`config.mk`:
```
export PLATFORM = sky130hd
export DESIGN_NAME = console_line_assembler_unit_flat
export DESIGN_NICKNAME = d
export VERILOG_FILES = /design/src/cla_pkg.sv /design/src/cla_rx_if.sv /design/src/cla_res_if.sv /design/src/cla_ctrl.sv /design/src/cla_dpath.sv /design/src/console_line_assembler_unit.sv /design/src/flat_wrapper.sv
export VERILOG_INCLUDE_DIRS = /design/src /design/src/src
export SDC_FILE = /design/constraint.sdc
export NUM_CORES = 1
export LEC_CHECK = 0
export BUFFER_PORTS_ARGS = -buffer_cell sky130_fd_sc_hd__buf_2
export CORE_ASPECT_RATIO = 1.2
export CORE_MARGIN = 4
export CORE_UTILIZATION = 36
export CTS_BUF_LIST = sky130_fd_sc_hd__clkbuf_16
export DETAILED_ROUTE_END_ITERATION = 16
export MAX_ROUTING_LAYER = met4
export PLACE_DENSITY = 0.52
export SYNTH_ARGS = -nofsm -noshare
export SYNTH_HDL_FRONTEND = slang
export SYNTH_SLANG_ARGS = --single-unit
```
`constraint.sdc`:
```
create_clock -name clk_i -period 5.5 [get_ports clk_i]
set_input_delay 0.275 -clock clk_i [delete_from_list [all_inputs] [get_ports clk_i]]
set_output_delay 0.275 -clock clk_i [all_outputs]
set_load 0.05 [all_outputs]
```
`src/assert_macros.svh`:
```
// Assertion helpers. Empty under synthesis.
`ifndef ASSERT_MACROS_SVH
`define ASSERT_MACROS_SVH

`ifndef SYNTHESIS
`define CLA_ASSERT_CLK(lbl, clk, rstn, prop) \
  lbl: assert property (@(posedge clk) disable iff (!rstn) (prop)) \
    else $error("assertion failed");
`define CLA_ASSERT(lbl, prop) `CLA_ASSERT_CLK(lbl, clk_i, rst_ni, prop)
`else
`define CLA_ASSERT_CLK(lbl, clk, rstn, prop)
`define CLA_ASSERT(lbl, prop)
`endif

`endif

```
`src/cla_pkg.sv`:
```
package cla_pkg;

  localparam int unsigned LINE_DEPTH = 32;
  localparam int unsigned IDX_W      = $clog2(LINE_DEPTH);
  localparam int unsigned LEN_W      = 6;
  localparam int unsigned BYTE_W     = 8;

  localparam logic [BYTE_W-1:0] CH_LF = 8'h0A;
  localparam logic [BYTE_W-1:0] CH_CR = 8'h0D;
  localparam logic [BYTE_W-1:0] CH_BS = 8'h08;
  localparam logic [BYTE_W-1:0] CH_SP = 8'h20;

  typedef enum logic [1:0] {
    KIND_ECHO = 2'd0,
    KIND_LINE = 2'd1,
    KIND_END  = 2'd2,
    KIND_OVF  = 2'd3
  } kind_e;

  typedef enum logic [2:0] {
    SRC_BYTE,
    SRC_SP,
    SRC_BS,
    SRC_LINE,
    SRC_END,
    SRC_OVF
  } src_e;

  typedef struct packed {
    logic latch_byte;
    logic emit;
    src_e emit_sel;
    logic emit_last;
    logic store_we;
    logic fill_inc;
    logic fill_dec;
    logic fill_clr;
    logic rd_start;
    logic rd_en;
    logic rd_inc;
  } cmd_t;

  typedef struct packed {
    logic is_lf;
    logic is_bs;
    logic echo_en;
    logic fill_zero;
    logic fill_last;
    logic rd_at_end;
    logic out_free;
  } sts_t;

endpackage

```
`src/cla_rx_if.sv`:
```
interface cla_rx_if;
  logic                         valid;
  logic                         ready;
  logic [cla_pkg::BYTE_W-1:0]   rx_byte;

  modport source (output valid, output rx_byte, input ready);
  modport sink   (input valid, input rx_byte, output ready);
endinterface

```
`src/cla_res_if.sv`:
```
interface cla_res_if;
  logic                         valid;
  logic                         ready;
  logic [1:0]                   kind;
  logic [cla_pkg::BYTE_W-1:0]   data;
  logic [cla_pkg::LEN_W-1:0]    line_length;
  logic                         last;

  modport source (output valid, output kind, output data, output line_length,
                  output last, input ready);
  modport sink   (input valid, input kind, input data, input line_length,
                  input last, output ready);
endinterface

```
`src/cla_ctrl.sv`:
```
module cla_ctrl (
  input  logic          clk_i,
  input  logic          rst_ni,
  input  logic          rx_valid_i,
  output logic          rx_ready_o,
  input  cla_pkg::sts_t sts_i,
  output cla_pkg::cmd_t cmd_o
);

  typedef enum logic [8:0] {
    ST_IDLE    = 9'b000000001,
    ST_ECHO    = 9'b000000010,
    ST_ECHO_SP = 9'b000000100,
    ST_ECHO_BS = 9'b000001000,
    ST_ACT     = 9'b000010000,
    ST_LINE_RD = 9'b000100000,
    ST_LINE_EM = 9'b001000000,
    ST_END     = 9'b010000000,
    ST_OVF     = 9'b100000000
  } state_e;

  state_e state_q, state_d;

  always_ff @(posedge clk_i or negedge rst_ni) begin
    if (!rst_ni) begin
      state_q <= ST_IDLE;
    end else begin
      state_q <= state_d;
    end
  end

  always_comb begin
    state_d    = state_q;
    rx_ready_o = 1'b0;
    cmd_o      = '0;
    cmd_o.emit_sel = cla_pkg::SRC_BYTE;
    unique case (state_q)
      ST_IDLE: begin
        rx_ready_o = 1'b1;
        if (rx_valid_i) begin
          cmd_o.latch_byte = 1'b1;
          state_d = sts_i.echo_en ? ST_ECHO : ST_ACT;
        end
      end
      ST_ECHO: begin
        cmd_o.emit_sel  = cla_pkg::SRC_BYTE;
        cmd_o.emit_last = !sts_i.is_lf && !sts_i.is_bs && !sts_i.fill_last;
        if (sts_i.out_free) begin
          cmd_o.emit = 1'b1;
          state_d = sts_i.is_bs ? ST_ECHO_SP : ST_ACT;
        end
      end
      ST_ECHO_SP: begin
        cmd_o.emit_sel = cla_pkg::SRC_SP;
        if (sts_i.out_free) begin
          cmd_o.emit = 1'b1;
          state_d = ST_ECHO_BS;
        end
      end
      ST_ECHO_BS: begin
        cmd_o.emit_sel  = cla_pkg::SRC_BS;
        cmd_o.emit_last = 1'b1;
        if (sts_i.out_free) begin
          cmd_o.emit = 1'b1;
          state_d = ST_ACT;
        end
      end
      ST_ACT: begin
        if (sts_i.is_lf) begin
          cmd_o.rd_start = 1'b1;
          state_d = sts_i.fill_zero ? ST_END : ST_LINE_RD;
        end else if (sts_i.is_bs) begin
          cmd_o.fill_dec = !sts_i.fill_zero;
          state_d = ST_IDLE;
        end else begin
          cmd_o.store_we = 1'b1;
          if (sts_i.fill_last) begin
            cmd_o.fill_clr = 1'b1;
            state_d = ST_OVF;
          end else begin
            cmd_o.fill_inc = 1'b1;
            state_d = ST_IDLE;
          end
        end
      end
      ST_LINE_RD: begin
        cmd_o.rd_en = 1'b1;
        state_d = ST_LINE_EM;
      end
      ST_LINE_EM: begin
        cmd_o.emit_sel = cla_pkg::SRC_LINE;
        if (sts_i.out_free) begin
          cmd_o.emit   = 1'b1;
          cmd_o.rd_inc = 1'b1;
          state_d = sts_i.rd_at_end ? ST_END : ST_LINE_RD;
        end
      end
      ST_END: begin
        cmd_o.emit_sel  = cla_pkg::SRC_END;
        cmd_o.emit_last = 1'b1;
        if (sts_i.out_free) begin
          cmd_o.emit     = 1'b1;
          cmd_o.fill_clr = 1'b1;
          state_d = ST_IDLE;
        end
      end
      ST_OVF: begin
        cmd_o.emit_sel  = cla_pkg::SRC_OVF;
        cmd_o.emit_last = 1'b1;
        if (sts_i.out_free) begin
          cmd_o.emit = 1'b1;
          state_d = ST_IDLE;
        end
      end
      default: begin
        state_d = ST_IDLE;
      end
    endcase
  end

endmodule

```
`src/cla_dpath.sv`:
```
`include "assert_macros.svh"

module cla_dpath (
  input  logic                       clk_i,
  input  logic                       rst_ni,
  input  logic                       cfg_we_i,
  input  logic                       cfg_wdata_i,
  input  logic [cla_pkg::BYTE_W-1:0] rx_byte_i,
  input  cla_pkg::cmd_t              cmd_i,
  output cla_pkg::sts_t              sts_o,
  cla_res_if.source                  res_o
);

  logic                       echo_q;
  logic [cla_pkg::BYTE_W-1:0] byte_q;
  logic [cla_pkg::IDX_W-1:0]  fill_q, fill_d;
  logic [cla_pkg::IDX_W-1:0]  rd_idx_q;
  logic [cla_pkg::BYTE_W-1:0] store_q [cla_pkg::LINE_DEPTH];
  logic [cla_pkg::BYTE_W-1:0] rdata_q;

  logic                       out_valid_q;
  cla_pkg::kind_e             out_kind_q, kind_d;
  logic [cla_pkg::BYTE_W-1:0] out_data_q, data_d;
  logic [cla_pkg::LEN_W-1:0]  out_len_q, len_d;
  logic                       out_last_q;

  always_ff @(posedge clk_i or negedge rst_ni) begin
    if (!rst_ni) begin
      echo_q <= 1'b1;
    end else if (cfg_we_i) begin
      echo_q <= cfg_wdata_i;
    end
  end

  always_ff @(posedge clk_i) begin
    if (cmd_i.latch_byte) begin
      byte_q <= rx_byte_i;
    end
  end

  always_comb begin
    fill_d = fill_q;
    if (cmd_i.fill_clr) begin
      fill_d = '0;
    end else if (cmd_i.fill_inc) begin
      fill_d = fill_q + cla_pkg::IDX_W'(1);
    end else if (cmd_i.fill_dec) begin
      fill_d = fill_q - cla_pkg::IDX_W'(1);
    end
  end

  always_ff @(posedge clk_i or negedge rst_ni) begin
    if (!rst_ni) begin
      fill_q   <= '0;
      rd_idx_q <= '0;
    end else begin
      fill_q <= fill_d;
      if (cmd_i.rd_start) begin
        rd_idx_q <= '0;
      end else if (cmd_i.rd_inc) begin
        rd_idx_q <= rd_idx_q + cla_pkg::IDX_W'(1);
      end
    end
  end

  // line store: one write port, one registered read port
  always_ff @(posedge clk_i) begin
    if (cmd_i.store_we) begin
      store_q[fill_q] <= byte_q;
    end
    if (cmd_i.rd_en) begin
      rdata_q <= store_q[rd_idx_q];
    end
  end

  assign sts_o.is_lf     = (byte_q == cla_pkg::CH_LF);
  assign sts_o.is_bs     = (byte_q == cla_pkg::CH_BS);
  assign sts_o.echo_en   = echo_q;
  assign sts_o.fill_zero = (fill_q == '0);
  assign sts_o.fill_last = (fill_q == cla_pkg::IDX_W'(cla_pkg::LINE_DEPTH - 1));
  assign sts_o.rd_at_end = ((rd_idx_q + cla_pkg::IDX_W'(1)) == fill_q);
  assign sts_o.out_free  = !out_valid_q || res_o.ready;

  always_comb begin
    kind_d = cla_pkg::KIND_ECHO;
    data_d = byte_q;
    len_d  = '0;
    case (cmd_i.emit_sel)
      cla_pkg::SRC_BYTE: data_d = byte_q;
      cla_pkg::SRC_SP:   data_d = cla_pkg::CH_SP;
      cla_pkg::SRC_BS:   data_d = cla_pkg::CH_BS;
      cla_pkg::SRC_LINE: begin
        kind_d = cla_pkg::KIND_LINE;
        // trailing CR goes out as zero
        data_d = (sts_o.rd_at_end && rdata_q == cla_pkg::CH_CR) ? '0 : rdata_q;
      end
      cla_pkg::SRC_END: begin
        kind_d = cla_pkg::KIND_END;
        data_d = '0;
        len_d  = cla_pkg::LEN_W'(fill_q);
      end
      cla_pkg::SRC_OVF: begin
        kind_d = cla_pkg::KIND_OVF;
        data_d = '0;
      end
      default: data_d = byte_q;
    endcase
  end

  always_ff @(posedge clk_i or negedge rst_ni) begin
    if (!rst_ni) begin
      out_valid_q <= 1'b0;
    end else if (cmd_i.emit) begin
      out_valid_q <= 1'b1;
    end else if (res_o.ready) begin
      out_valid_q <= 1'b0;
    end
  end

  always_ff @(posedge clk_i) begin
    if (cmd_i.emit) begin
      out_kind_q <= kind_d;
      out_data_q <= data_d;
      out_len_q  <= len_d;
      out_last_q <= cmd_i.emit_last;
    end
  end

  assign res_o.valid       = out_valid_q;
  assign res_o.kind        = out_kind_q;
  assign res_o.data        = out_data_q;
  assign res_o.line_length = out_len_q;
  assign res_o.last        = out_last_q;

  `CLA_ASSERT(a_emit_slot_free, cmd_i.emit |-> sts_o.out_free)
  `CLA_ASSERT(a_fill_in_range, fill_q <= cla_pkg::IDX_W'(cla_pkg::LINE_DEPTH - 1))
  `CLA_ASSERT(a_dec_not_empty, cmd_i.fill_dec |-> fill_q != '0)
  `CLA_ASSERT(a_read_below_fill, cmd_i.rd_en |-> rd_idx_q < fill_q)

endmodule

```
`src/console_line_assembler_unit.sv`:
```
// Console line assembler. Takes one received byte per rx beat and keeps a
// LINE_DEPTH-byte line store, which holds no defined contents after reset and
// needs no clearing. With echo on, each byte is echoed, and a backspace is
// echoed as backspace, space, backspace. A line feed sends out the stored
// bytes (a trailing CR as zero) and then a line-end beat with the length. A
// byte that fills the store empties it and adds an overflow beat. The last
// beat of each input byte carries last. On a line feed the controller walks
// the store through its registered read port, reading each stored byte and
// then emitting it. A new byte is taken while the last result still waits in
// the output register.
module console_line_assembler_unit (
  input  logic      clk_i,
  input  logic      rst_ni,
  input  logic      cfg_we_i,
  input  logic      cfg_wdata_i,
  cla_rx_if.sink    rx_i,
  cla_res_if.source res_o
);

  cla_pkg::cmd_t cmd;
  cla_pkg::sts_t sts;

  cla_ctrl u_ctrl (
    .clk_i      (clk_i),
    .rst_ni     (rst_ni),
    .rx_valid_i (rx_i.valid),
    .rx_ready_o (rx_i.ready),
    .sts_i      (sts),
    .cmd_o      (cmd)
  );

  cla_dpath u_dpath (
    .clk_i       (clk_i),
    .rst_ni      (rst_ni),
    .cfg_we_i    (cfg_we_i),
    .cfg_wdata_i (cfg_wdata_i),
    .rx_byte_i   (rx_i.rx_byte),
    .cmd_i       (cmd),
    .sts_o       (sts),
    .res_o       (res_o)
  );

endmodule

```
`src/flat_wrapper.sv`:
```
// flat-port wrapper written by rule: the top's interface ports become plain ports
module console_line_assembler_unit_flat 
  (clk_i, rst_ni, cfg_we_i, cfg_wdata_i, rx_i_valid, rx_i_rx_byte, rx_i_ready, res_o_valid, res_o_kind, res_o_data, res_o_line_length, res_o_last, res_o_ready);
  cla_rx_if rx_i_i ();
  cla_res_if res_o_i ();
  input  logic clk_i;
  input  logic rst_ni;
  input  logic cfg_we_i;
  input  logic cfg_wdata_i;
  input wire logic [$bits(rx_i_i.valid)-1:0] rx_i_valid;
  input wire logic [$bits(rx_i_i.rx_byte)-1:0] rx_i_rx_byte;
  output wire logic [$bits(rx_i_i.ready)-1:0] rx_i_ready;
  output wire logic [$bits(res_o_i.valid)-1:0] res_o_valid;
  output wire logic [$bits(res_o_i.kind)-1:0] res_o_kind;
  output wire logic [$bits(res_o_i.data)-1:0] res_o_data;
  output wire logic [$bits(res_o_i.line_length)-1:0] res_o_line_length;
  output wire logic [$bits(res_o_i.last)-1:0] res_o_last;
  input wire logic [$bits(res_o_i.ready)-1:0] res_o_ready;
  assign rx_i_i.valid = rx_i_valid;
  assign rx_i_i.rx_byte = rx_i_rx_byte;
  assign rx_i_ready = rx_i_i.ready;
  assign res_o_valid = res_o_i.valid;
  assign res_o_kind = res_o_i.kind;
  assign res_o_data = res_o_i.data;
  assign res_o_line_length = res_o_i.line_length;
  assign res_o_last = res_o_i.last;
  assign res_o_i.ready = res_o_ready;
  console_line_assembler_unit u_core (.clk_i(clk_i), .rst_ni(rst_ni), .cfg_we_i(cfg_we_i), .cfg_wdata_i(cfg_wdata_i), .rx_i(rx_i_i), .res_o(res_o_i));
endmodule
```
==> metrics.cfg, run 1 <==
[finish]
final_common_cell = edfxtp_1
final_cell_mix = edfxtp_1, mux4_2, nor2_1
stdcell_area_sq_um = 14400
fill_cells = 2996
final_nets = 727
antenna_cells = 0
area.growth.synth_to_final_pct = 14.2
final_cells = 1189
drive_gt1_frac = 0.262

[place]
gp_congestion = 0.841
place_area_sq_um = 13300
numPortBuffers = 31
hpwl_um = 17800
placedCellCount = 1119

[synthesis]
yosysTopAreaCellShare = 0.686
async_reset_ff_frac = 0.0680
syn_area_sq_um = 12600
synth_edf_count = 288
ys.flop_type = edfxtp_1
synth_cell_type_count = 60
syn_inst = 652
ys.warnings.count = 0
synth_area_per_cell_sq_um = 19.3
synth.area.top_cells = edfxtp_1, mux4_2, dfrtp_1
ys_seq_area_frac = 0.728
ys_ff_latch = 309
synth_fp_nets = 671
yosys.area.top_type = edfxtp_1

[power]
fin_total_pwr_mw = 5.66
p_int_mw = 4.16
p_sw_mw = 1.50
powerDensity_nw_per_um2 = 393
ir_worst_vdd_uv = 244
seqPwrFrac = 0.510
clockPowerShare = 0.367
p_leak_nw = 4.59
p_sw_frac = 0.265
power_frac_comb = 0.123

[job]
cap_violations = 0

[timing]
tns_ns = 0
finClkSkew_ns = 0.0106
finalMaxSlewViolations = 0
setup_violations = 0
rsz0062_at_grt = no
hold_viol = 0
post-route-min-period_ns = 3.32
slew_headroom = 0.185
fmaxAchievable_mhz = 301
fin_crit_sh = 0.604
tightest_slew_ns = 1.22

[routing]
num_vias = 6293
wl_met2_um = 14800
met1Wirelength_um = 11400
route.met3.wl_um = 1630
drt-wirelength-per-cell_um = 24.2
wl_um = 28700
drt_first_pass_iters = 5
drt_iter0_markers = 594
drc = 0
ant_nets = 0
vias_per_cell = 5.29
routed.top_layer = met4

[setup_path]
path_max_fanout = 9
end_kind = flop
cp_data_arrival_time_ns = 3.50
worst_path_max_delay_cell = nor2_1
path_cells = nor3_1 > and2_1 > and3_1 > nand3_1 > nor2_1
slowest_delay_ns = 1.05
critPathKind = reg2reg
cp.required_ns = 5.68
start_kind = flop

[floorplanning]
start_util = 0.367
fp.dieW_um = 179
ioPinCount = 33
die_h_um = 213
rows = 74
coreArea_sq_um = 34400
dieArea_sq_um = 38100

[global_route]
grt_pass1_vias = 6632
grt_max_degree = 46
grt_overflow = 0
antenna_found_initial = 0
grt_pass1_wl_um = 43400
grt_use_total = 0.159

[outcome]
status = finished, final reports clean

[cts]
hold_buffers = 12
cts_tree = done
cts_buffers = 31
h-tree-depth = 1
cts.sinks = 309
clkTransAtPathRegs_ns = 0.07
cts_root_buffer = clkbuf_16
postCtsSetupRepairBufs = 0
worstSkewPairLatency_ns = 0.57
ctsResizeCount = 0
clock_path_buffers = 3

[hold_path]
hold_class = in2reg

-- cell usage after synthesis, types with 5 or more instances --
cell type / number
edfxtp_1: 288
mux4_2: 80
nor2_1: 52
dfrtp_1: 19
clkbuf_1: 18
nand2_1: 14
and2_1: 11
nand3_1: 10
mux2_2: 9
o21ai_0: 9
xnor2_1: 9
a22o_1: 7
buf_2: 7
inv_1: 7
nor2b_1: 7
nor3_1: 7
xor2_1: 7
a21oi_1: 6
and3_1: 5
nand3b_1: 5
-- per-layer routing --
metal  global-route usage  vias to the layer above
met1                0.197                     3294
met2                0.264                      184
met4               0.0543                        0
li1                     -                     2763
met5                    -                        -
met3               0.0267                       52
-- power groups by stage --
stage               Combinational, mW  Clock (mW)  Sequential, mW
finish                          0.699        2.08            2.89
global route                    0.764        2.23            2.90
CTS                             0.706        2.12            2.89
detailed placement              0.696           0            2.94
global placement                0.674           0            2.93
floorplan                       0.411           0            2.95
-- worst paths after layout --
path,startpoint,end,slack [ns],cells after the start
worst max-delay path,u_core.u_ctrl.state_q[6],u_core.u_dpath.store_q[22][6],2.18,5
worst min-delay path,res_o_ready,u_core.u_dpath.res_o.valid,0.15,3
worst max register to register,u_core.u_ctrl.state_q[6],u_core.u_dpath.store_q[22][6],2.18,5
worst min register to register,u_core.u_dpath.rdata_q[4],u_core.u_dpath.res_o.data[4],0.62,1
max in group asynchronous,rst_ni,u_core.u_dpath.rd_idx_q[0],4.89,2
min in group asynchronous,rst_ni,u_core.u_dpath.res_o.valid,0.22,2
-- state kept, by name, indices dropped and copies added (netlist names) --
register and flops:
u_core.u_dpath.res_o.kind 2, u_core.u_dpath.res_o.data 8, u_core.u_ctrl.state_q 9, u_core.u_dpath.res_o.line_length 5, u_core.u_dpath.fill_q 5, u_core.u_dpath.store_q 256
u_core.u_dpath.rdata_q 8, u_core.u_dpath.rd_idx_q 5, u_core.u_dpath.byte_q 8, u_core.u_dpath.echo_q 1, u_core.u_dpath.res_o.last 1, u_core.u_dpath.res_o.valid 1
-- critical path, delay by kind of cell (launching register included) --
kind	cells	cell delay, ns
flip-flops	1	0.50
AND/OR/NAND/NOR	5	2.43
-- cell families after synthesis --
kind of cell	share of synthesized area
simple gates	0.0571
fa+ha+maj	0.00556
mux	0.153
other cells	0.000297
flops	0.728
xor+xnor	0.0111
compound gates	0.0296
buf+inv	0.0153
-- final cells by class --
class                           count  area (sq um)  share of cell area
Clock buffer                       31           776              0.0539
Clock inverter                     27           229              0.0159
Inverter                            7          26.3             0.00183
Multi-Input combinational cell    303          3240               0.225
Sequential cell                   309          9180               0.638
Tap cell                          456           571              0.0396
Timing Repair Buffer               56           373              0.0259
-- stage by stage --
step,hold WS [ns],setup WS (ns),util
after floorplan,-0.0206,2.91,-
after global placement,0.264,2.21,0.386
after detailed placement,0.277,2.20,0.386
after CTS,0.120,2.18,0.419
after global routing,0.158,2.06,0.419
final,0.150,2.18,0.419
No activity file was read; power rests on OpenSTA's default activity.
==> run 2, diff against run 1 <==
--- a/config.mk
+++ b/config.mk
@@ -13,7 +13,7 @@
 export CTS_BUF_LIST = sky130_fd_sc_hd__clkbuf_16
 export DETAILED_ROUTE_END_ITERATION = 16
 export MAX_ROUTING_LAYER = met4
-export PLACE_DENSITY = 0.52
+export PLACE_DENSITY = 0.54
 export SYNTH_ARGS = -nofsm -noshare
 export SYNTH_HDL_FRONTEND = slang
 export SYNTH_SLANG_ARGS = --single-unit
==> constraint.sdc (replaced) <==
create_clock -name clk_i -period 3.04 [get_ports clk_i]
set_input_delay 0.152 -clock clk_i [delete_from_list [all_inputs] [get_ports clk_i]]
set_output_delay 0.152 -clock clk_i [all_outputs]
set_load 0.05 [all_outputs]
==> metrics.cfg, run 2 (same netlist as run 1, synthesis figures left out) <==
[floorplanning]
ioPinCount = 33  ; unchanged
die_h_um = 213  ; unchanged
dieArea_sq_um = 38100  ; unchanged
fp.dieW_um = 179  ; unchanged
coreArea_sq_um = 34400  ; unchanged
start_util = 0.367  ; unchanged
rows = 74  ; unchanged

[finish]
area.growth.synth_to_final_pct = 16.4
stdcell_area_sq_um = 14700  ; +2.0%
top_register = u_core.u_dpath.store_q
antenna_cells = 0  ; unchanged
final_cells = 1234  ; +3.8%
drive_gt1_frac = 0.292  ; +0.0298
final_common_cell = edfxtp_1
final_cell_mix = edfxtp_1, mux4_2, buf_4
largest_reg_flops = 256  ; unchanged
reg_top3 = u_core.u_dpath.store_q x256, u_core.u_ctrl.state_q x9
final_core_util = 0.427  ; +0.00827
fill_cells = 2951  ; -1.5%
final_nets = 773  ; +6.3%

[timing]
finClkSkew_ns = 0.0154  ; +0.00486 ns
post-route-min-period_ns = 2.71  ; -0.609 ns
tightest_slew_ns = 0.598  ; -0.619 ns
tns_ns = 0  ; unchanged
fin_crit_sh = 0.893  ; +0.288
slew_headroom = 0.591  ; +0.406
hold_viol = 0  ; unchanged
fmaxAchievable_mhz = 368  ; +22%
finalMaxSlewViolations = 0  ; unchanged
setup_violations = 0  ; unchanged
rsz0062_at_grt = no
fin_ws_ns = 0.326  ; -1.85 ns
whs_ns = 0.0642  ; -0.0863 ns

[routing]
ant_nets = 0  ; unchanged
wl_um = 28500  ; -0.70%
drt-wirelength-per-cell_um = 23.1  ; -4.3%
drt_iter0_markers = 587  ; -1.2%
vias_per_cell = 5.23  ; -1.2%
drc = 0  ; unchanged
num_vias = 6456  ; +2.6%
drt_first_pass_iters = 5  ; unchanged

[setup_path]
path_max_fanout = 9  ; unchanged
ff2ff_path_depth = 9  ; +4
start_kind = flop
worst_path_max_delay_cell = dfrtp_1
endpoint = u_core.u_dpath.fill_q[4]
cp_data_arrival_time_ns = 3.16  ; -0.34 ns
cp.buffers_inverters = 0  ; unchanged
critPathKind = reg2reg
critPathLaunch = u_core.u_ctrl.state_q[6]
regToRegStartpoint = u_core.u_ctrl.state_q[6]
crit_family = simple AND/OR/NAND/NOR gates
cp.depth = 9  ; +4
reg2reg_to = u_core.u_dpath.fill_q[4]
path_cells = nor3_1 > and3_1 > nand2_1 > ha_1 > nor2b_1 > o21a_1 > o211ai_1 > a21oi_1 > a211o_1
cp.required_ns = 3.49  ; -2.19 ns
slowest_delay_ns = 0.48  ; -0.57 ns
r2r_slack_ns = 0.33  ; -1.85 ns
end_kind = flop

[cts]
cts_root_buffer = clkbuf_16
cts_tree = done
cts.sinks = 309  ; unchanged
hold_buffers = 12  ; unchanged
clock_path_buffers = 3  ; unchanged
postCtsSetupRepairBufs = 0  ; unchanged
cts_buffers = 30  ; -3.2%
clkTransAtPathRegs_ns = 0.07  ; about the same
worstSkewPairLatency_ns = 0.56  ; about the same
h-tree-depth = 1  ; unchanged
ctsResizeCount = 0  ; unchanged

[global_route]
grt_max_degree = 51  ; +11%
grt_pass1_vias = 6731  ; +1.5%
grt_use_total = 0.156  ; -0.00209
grt_overflow = 0  ; unchanged
antenna_found_initial = 0  ; unchanged
grt_pass1_wl_um = 43100  ; -0.67%

[power]
fin_total_pwr_mw = 10.0  ; +77%
p_leak_nw = 4.82  ; +5.0%
ir_worst_vdd_uv = 418  ; +71%
powerDensity_nw_per_um2 = 684  ; +74%

[hold_path]
hold_class = in2reg
min-delay-start = res_o_ready

[place]
placedCellCount = 1166  ; +4.2%
gp_congestion = 0.890  ; +5.8%
hpwl_um = 18100  ; +1.3%
numPortBuffers = 31  ; unchanged
place_ws_ns = 0.385  ; -1.82 ns
place_area_sq_um = 13600  ; +2.8%

[outcome]
status = finished, final reports clean

[job]
cap_violations = 0  ; unchanged

==> run 2: power breakdown <==
part | internal [mW] | total [mW] | leakage (nW) | switching (mW)
combinational | 0.467 | 1.53 | 1.48 | 1.06
clock | 1.92 | 3.45 | 0.477 | 1.53
sequential | 4.99 | 5.07 | 2.86 | 0.0739
total | 7.38 | 10.0 | 4.82 | 2.66
==> run 2: area by class of cell <==
cell class | instances | area, sq um | area share
clock buffers | 31 | 776 | 0.0528
well taps | 456 | 571 | 0.0389
clock inverters | 25 | 135 | 0.00920
multi-input cells | 303 | 3240 | 0.221
flip-flops and latches | 309 | 9180 | 0.625
inverters | 7 | 26.3 | 0.00179
repair buffers | 103 | 751 | 0.0511
==> run 2: tightest hold or removal path: cells and delay by family <==
kind	cells	cell delay, ns
AOI/OAI and AO/OA	1	0.15
and+or+nand+nor	1	0.04
buffers and inverters	2	0.25
==> run 2: layer usage <==
| metal | global-route usage | part of all wire |
|---|---|---|
| met1 | 0.196 | 0.40 |
| met2 | 0.267 | 0.52 |
| met3 | 0.0259 | 0.055 |
| met4 | 0.0392 | 0.018 |
| met5 | - | 0 |
==> run 2: worst min path at each step <==
stage                                       endpoint  cells after the start
final                       u_core.u_ctrl.state_q[3]                      4
after global routing        u_core.u_ctrl.state_q[3]                      4
after CTS                   u_core.u_ctrl.state_q[3]                      4
after detailed placement  u_core.u_dpath.rd_idx_q[2]                      1
after global placement    u_core.u_dpath.rd_idx_q[2]                      1
after floorplan             u_core.u_ctrl.state_q[1]                      0
